**src/pida_pkg.sv**
```systemverilog
package pida_pkg;

    localparam int DEFAULT_CAPACITY = 8;
    localparam int POS_W            = 4;
    localparam int VAL_W            = 32;
    localparam int CNT_W            = 4;

    typedef enum logic [1:0] {
        OP_CLEAR  = 2'd0,
        OP_INSERT = 2'd1,
        OP_DELETE = 2'd2,
        OP_READ   = 2'd3
    } t_op;

    typedef enum logic [1:0] {
        ST_DONE       = 2'd0,
        ST_INS_REJECT = 2'd1,
        ST_DEL_REJECT = 2'd2
    } t_status;

    typedef struct packed {
        t_op                       op;
        logic [POS_W-1:0]          position;
        logic signed [VAL_W-1:0]   value;
    } t_in_word;

    typedef struct packed {
        t_status                   status;
        logic signed [VAL_W-1:0]   element;
        logic [CNT_W-1:0]          count;
    } t_out_word;

    typedef enum logic [1:0] {
        S_IDLE = 2'd0,
        S_EXEC = 2'd1,
        S_OUT  = 2'd2
    } t_ctrl_state;

    // Commands from the controller to the datapath.
    typedef struct packed {
        logic load;
        logic execute;
    } t_dp_cmd;

endpackage

```
**src/pida_ctrl.sv**
```systemverilog
module pida_ctrl (
    input  logic              i_clk,
    input  logic              i_rst_n,
    input  logic              i_in_valid,
    input  logic              i_out_stall,
    output logic              o_in_stall,
    output logic              o_out_valid,
    output pida_pkg::t_dp_cmd o_cmd
);

    pida_pkg::t_ctrl_state r_state;
    pida_pkg::t_ctrl_state n_state;

    always_ff @(posedge i_clk) begin
        if (!i_rst_n) begin
            r_state <= pida_pkg::S_IDLE;
        end else begin
            r_state <= n_state;
        end
    end

    always_comb begin
        n_state = r_state;
        case (r_state)
            pida_pkg::S_IDLE: begin
                if (i_in_valid) begin
                    n_state = pida_pkg::S_EXEC;
                end
            end
            pida_pkg::S_EXEC: begin
                n_state = pida_pkg::S_OUT;
            end
            pida_pkg::S_OUT: begin
                if (!i_out_stall) begin
                    n_state = pida_pkg::S_IDLE;
                end
            end
            default: begin
                n_state = pida_pkg::S_IDLE;
            end
        endcase
    end

    always_comb begin
        o_in_stall    = 1'b1;
        o_out_valid   = 1'b0;
        o_cmd.load    = 1'b0;
        o_cmd.execute = 1'b0;
        case (r_state)
            pida_pkg::S_IDLE: begin
                o_in_stall = 1'b0;
                o_cmd.load = i_in_valid;
            end
            pida_pkg::S_EXEC: begin
                o_cmd.execute = 1'b1;
            end
            pida_pkg::S_OUT: begin
                o_out_valid = 1'b1;
            end
            default: begin
                o_in_stall = 1'b1;
            end
        endcase
    end

endmodule

```
**src/pida_datapath.sv**
```systemverilog
module pida_datapath #(
    parameter int CAPACITY = pida_pkg::DEFAULT_CAPACITY
) (
    input  logic                i_clk,
    input  logic                i_rst_n,
    input  pida_pkg::t_dp_cmd   i_cmd,
    input  pida_pkg::t_in_word  i_in_word,
    output pida_pkg::t_out_word o_out_word
);

    localparam int CW = $clog2(CAPACITY + 1);
    // Common width for comparing positions with the count.
    localparam int IW = (CW > pida_pkg::POS_W) ? CW : pida_pkg::POS_W;

    pida_pkg::t_in_word            r_item;
    logic [CW-1:0]                 r_used;
    logic [CW-1:0]                 n_used;
    logic signed [pida_pkg::VAL_W-1:0] r_entries [CAPACITY];
    logic signed [pida_pkg::VAL_W-1:0] n_entries [CAPACITY];
    pida_pkg::t_out_word           r_result;
    pida_pkg::t_out_word           n_result;

    logic [IW-1:0]                 pos_ext;
    logic [IW-1:0]                 used_ext;
    logic                          ins_ok;
    logic                          rd_ok;
    logic signed [pida_pkg::VAL_W-1:0] rd_word;

    always_ff @(posedge i_clk) begin
        if (i_cmd.load) begin
            r_item <= i_in_word;
        end
    end

    always_ff @(posedge i_clk) begin
        if (!i_rst_n) begin
            r_used <= '0;
        end else if (i_cmd.execute) begin
            r_used <= n_used;
        end
    end

    always_ff @(posedge i_clk) begin
        if (i_cmd.execute) begin
            r_entries <= n_entries;
            r_result  <= n_result;
        end
    end

    assign pos_ext  = IW'(r_item.position);
    assign used_ext = IW'(r_used);
    assign ins_ok   = (r_used < CW'(CAPACITY)) && (pos_ext <= used_ext);
    assign rd_ok    = (pos_ext < used_ext);

    always_comb begin
        rd_word = '0;
        for (int k = 0; k < CAPACITY; k++) begin
            if (IW'(k) == pos_ext) begin
                rd_word = r_entries[k];
            end
        end
    end

    always_comb begin
        n_entries        = r_entries;
        n_used           = r_used;
        n_result.status  = pida_pkg::ST_DONE;
        n_result.element = '0;
        case (r_item.op)
            pida_pkg::OP_CLEAR: begin
                n_used = '0;
            end
            pida_pkg::OP_INSERT: begin
                if (ins_ok) begin
                    // Entries from the position up to the old end move up by one.
                    for (int k = 1; k < CAPACITY; k++) begin
                        if (IW'(k) > pos_ext && IW'(k) <= used_ext) begin
                            n_entries[k] = r_entries[k-1];
                        end
                    end
                    for (int k = 0; k < CAPACITY; k++) begin
                        if (IW'(k) == pos_ext) begin
                            n_entries[k] = r_item.value;
                        end
                    end
                    n_used = r_used + CW'(1);
                end else begin
                    n_result.status = pida_pkg::ST_INS_REJECT;
                end
            end
            pida_pkg::OP_DELETE, pida_pkg::OP_READ: begin
                if (rd_ok) begin
                    n_result.element = rd_word;
                    if (r_item.op == pida_pkg::OP_DELETE) begin
                        for (int k = 0; k < CAPACITY - 1; k++) begin
                            if (IW'(k) >= pos_ext && IW'(k + 1) < used_ext) begin
                                n_entries[k] = r_entries[k+1];
                            end
                        end
                        n_used = r_used - CW'(1);
                    end
                end else begin
                    n_result.status = pida_pkg::ST_DEL_REJECT;
                end
            end
            default: begin
                n_used = r_used;
            end
        endcase
        n_result.count = pida_pkg::CNT_W'(n_used);
    end

    assign o_out_word = r_result;

endmodule

```
**src/positional_insert_delete_array_top.sv**
```systemverilog
// An accepted word is registered, executed in the EXEC state, and its result is
// registered and offered in the OUT state until the output takes it.
// The controller steps through its accept, execute and deliver states in turn, so
// only one word is in flight; new input stalls until the result has been taken.
// Reset (synchronous, active low) empties the list and idles the controller;
// list entries are not cleared and are only read after being written.
module positional_insert_delete_array_top #(
    parameter int CAPACITY = pida_pkg::DEFAULT_CAPACITY
) (
    input  logic                i_clk,
    input  logic                i_rst_n,
    input  logic                i_in_valid,
    output logic                o_in_stall,
    input  pida_pkg::t_in_word  i_in_word,
    output logic                o_out_valid,
    input  logic                i_out_stall,
    output pida_pkg::t_out_word o_out_word
);

    pida_pkg::t_dp_cmd cmd;

    pida_ctrl u_ctrl (
        .i_clk       (i_clk),
        .i_rst_n     (i_rst_n),
        .i_in_valid  (i_in_valid),
        .i_out_stall (i_out_stall),
        .o_in_stall  (o_in_stall),
        .o_out_valid (o_out_valid),
        .o_cmd       (cmd)
    );

    pida_datapath #(
        .CAPACITY (CAPACITY)
    ) u_datapath (
        .i_clk      (i_clk),
        .i_rst_n    (i_rst_n),
        .i_cmd      (cmd),
        .i_in_word  (i_in_word),
        .o_out_word (o_out_word)
    );

endmodule

```
**config.mk**
```make
export PLATFORM = sky130hd
export DESIGN_NAME = positional_insert_delete_array_top
export DESIGN_NICKNAME = d
export VERILOG_FILES = /design/src/pida_pkg.sv /design/src/pida_ctrl.sv /design/src/pida_datapath.sv /design/src/positional_insert_delete_array_top.sv
export SDC_FILE = /design/constraint.sdc
export NUM_CORES = 1
export LEC_CHECK = 0
export ABC_AREA = 1
export ABC_CLOCK_PERIOD_IN_PS = 5900
export BUFFER_PORTS_ARGS = -buffer_cell sky130_fd_sc_hd__buf_2
export CAP_MARGIN = 30
export CORE_ASPECT_RATIO = 1.2
export CORE_MARGIN = 10
export CORE_UTILIZATION = 55
export DETAILED_ROUTE_END_ITERATION = 10
export PLACE_DENSITY = 0.74
export SLEW_MARGIN = 20
export SYNTH_ARGS = -nofsm -noshare
export SYNTH_HDL_FRONTEND = slang
export SYNTH_SLANG_ARGS = --single-unit
```
**constraint.sdc**
```tcl
create_clock -name i_clk -period 5.9 [get_ports i_clk]
set_input_delay 1.18 -clock i_clk [delete_from_list [all_inputs] [get_ports i_clk]]
set_output_delay 1.18 -clock i_clk [all_outputs]
set_load 0.03 [all_outputs]
```
==> flow_metrics.tcl <==
set metrics [dict create \
    postCtsHoldBufs 0 \
    synth_edf_count 332 \
    cts.sinks 338 \
    port-buffer-count 81 \
    syn2layout_area_growth_pct 8.685 \
    wl_per_cell_um 21.58 \
    diodes 0 \
    path_clk_slew_ns 0.06 \
    synth_top_area_share_pct 52.19 \
    core_area_um2 34170 \
    final_cell_area_um2 20760 \
    syn_area_um2 19100 \
    synthCells 2024 \
    synth_area_per_cell_um2 9.438 \
    setup_viol 0 \
    drc 0 \
    drive_above_1_share_pct 14.73 \
    reg2reg_from "u_datapath.pos_ext[3]" \
    root_buffer "clkbuf_16" \
    irDropWorstVdd_v 0.0002024 \
    end_kind "register" \
    min_from "u_ctrl.r_state[0]" \
    crit_required_ns 6.14 \
    htreeDepth 2 \
    synthesis.nets 2076 \
    drv_slew 0 \
    rsz0062_at_grt "no" \
    drv_cap 0 \
    cts_buffers 37 \
    drt-vias-per-instance 6.290 \
    hold_ws_ns 0.5436 \
    antenna_found_initial 0 \
    initial_core_util_pct 55.91 \
    critPathMaxFanout 36 \
    gr-total-overflow 0 \
    ys_ff_latch 338 \
    fin_nets 2075 \
    yosysTopAreaCell "edfxtp_1" \
    status "finished, final reports clean" \
    worst_clock_skew_ns 0.02564 \
    worstMarginPinSlew_ns 1.068 \
    min_path_type "register to register" \
    routed_wl_um 54070 \
    grt_max_degree 165 \
    critPathLaunchType "register" \
    hold_viol_final 0 \
    post_cts_buffers 0 \
    place.gp.congestion 0.8701 \
    drt_iter0_drc 2135 \
    cts-resized-gates 0 \
    ys_types 40 \
    fp.dieW_um 190.1 \
    synth_area_leaders "edfxtp_1, nand2_1, o21ai_0, o211ai_1, o31ai_2" \
    cts_tree "yes" \
    finalCritPeriodShare_pct 65.63 \
    synthFlopType "edfxtp_1" \
    vias 15760 \
    r2r_setup_slack_ns 2.03 \
    power_per_cell_area_nw_per_um2 278.2 \
    place_ws_ns 2.080 \
    clk_latency_ns 0.54 \
    stdcell_count 2506 \
    ios 82 \
    fp.dieArea_um2 42620 \
    setup_tns_ns 0 \
    grt_first_pass_wirelength_um 84190 \
    ys_seq_area_share_pct 52.82 \
    synth.most_common_cell "nand2_1" \
    placed_area_um2 19610 \
    post-place-cells 2439 \
    min_period_ns 3.872 \
    power.leakage_uw 0.007569 \
    ys_async_sr_fraction_pct 0 \
    ys_warn_count 0 \
    first_pass_iters 9 \
    setup_slack_ns 2.028 \
    max_freq_mhz 258.3 \
    critical_path_class "register to register" \
    cp-startpoint "u_datapath.pos_ext[3]" \
    slew_headroom_pct 28.80 \
    clock_path_buffers 3 \
    fp-row-count 74 \
    synthTopCellsByCount "nand2_1, edfxtp_1, o21ai_0" \
    dp_hpwl_um 30170 \
    grt_pass1_vias 15240 \
    worst_ep_arrival_time_ns 4.11 \
    postRouteAntennaNets 0 \
    grt_use_total_pct 24.57 \
    die_h_um 224.2 \
]
-- critical path, stage by stage (launching register included) --
cell and delay (ns):
edfxtp_1 0.47, inv_2 0.09, nand2_2 0.08, nor2_2 0.06, nand2_2 0.68, inv_2 0.55, o31ai_1 0.36, nand3_1 0.16
nor2_4 0.75, buf_4 0.37
-- cell type report --
class / count / area, µm²
fill: 2824 / 13400
sequential: 338 / 10090
clock inverter: 19 / 143.9
inverter: 160 / 608.1
timing repair buffer: 115 / 705.7
clock buffer: 47 / 984.7
multi-input combinational: 1371 / 7660
tap: 456 / 570.5
-- path summary, 6_finish.rpt --
| check | end | depth (start not counted) |
|---|---|---|
| worst max register to register | u_datapath.r_entries[124] | 9 |
| worst max-delay path | u_datapath.r_entries[124] | 9 |
| worst min-delay path | u_ctrl.r_state[1] | 3 |
| worst min register to register | u_ctrl.r_state[1] | 3 |
-- registers in the layout (all words and copies together) (netlist names) --
name	flops
u_datapath.r_item	34
u_datapath.pos_ext	4
u_datapath.r_entries	256
u_ctrl.r_state	2
u_datapath.r_used	4
u_datapath.o_out_word	38
-- cells by family after synthesis --
family                     share of synthesized area, %
buffers and inverters                             7.512
adders and majority gates                        0.6550
and+or+nand+nor                                   16.35
DFF                                               52.82
xor gates and xnor gates                        0.09171
AOI/OAI and AO/OA                                 22.58
-- power breakdown --
group	switching, µW	internal (µW)
Sequential	46.4	2720
Clock	962	1270
Combinational	573	208
Total	1580	4200
-- per-stage QoR --
step / power [µW] / utilization (%)
final: 5776 / 60.77
after CTS: 5785 / 60.69
after detailed placement: 3584 / 57.39
after global routing: 5953 / 60.77
after floorplan: 3409 / -
after global placement: 3565 / 57.39
-- cell usage in the layout (no fill, tap or decap), types with 7 or more instances in the layout --
cell,instances
o31ai_2,50
a21oi_1,27
edfxtp_1,332
o31ai_4,20
o32ai_1,7
nand3_1,74
o21ai_0,265
clkinv_1,11
o31ai_1,22
inv_2,10
inv_1,147
nor2_1,129
buf_4,31
clkbuf_1,9
o32ai_2,30
clkbuf_16,38
o211ai_1,98
o21ai_1,34
buf_2,81
ha_1,10
nand4_1,7
nand2_1,540
o22ai_1,24
-- metal layers --
metal	vias up	routed length, µm	GRT usage (%)	share of wire, %
li1	7144	-	-	-
met1	7533	21320	31.92	39
met2	946	25820	39.93	48
met3	139	4990	4.088	9.2
met4	0	1938	10.45	3.6
met5	-	0	0	0
(Power assumes the default switching activity.)
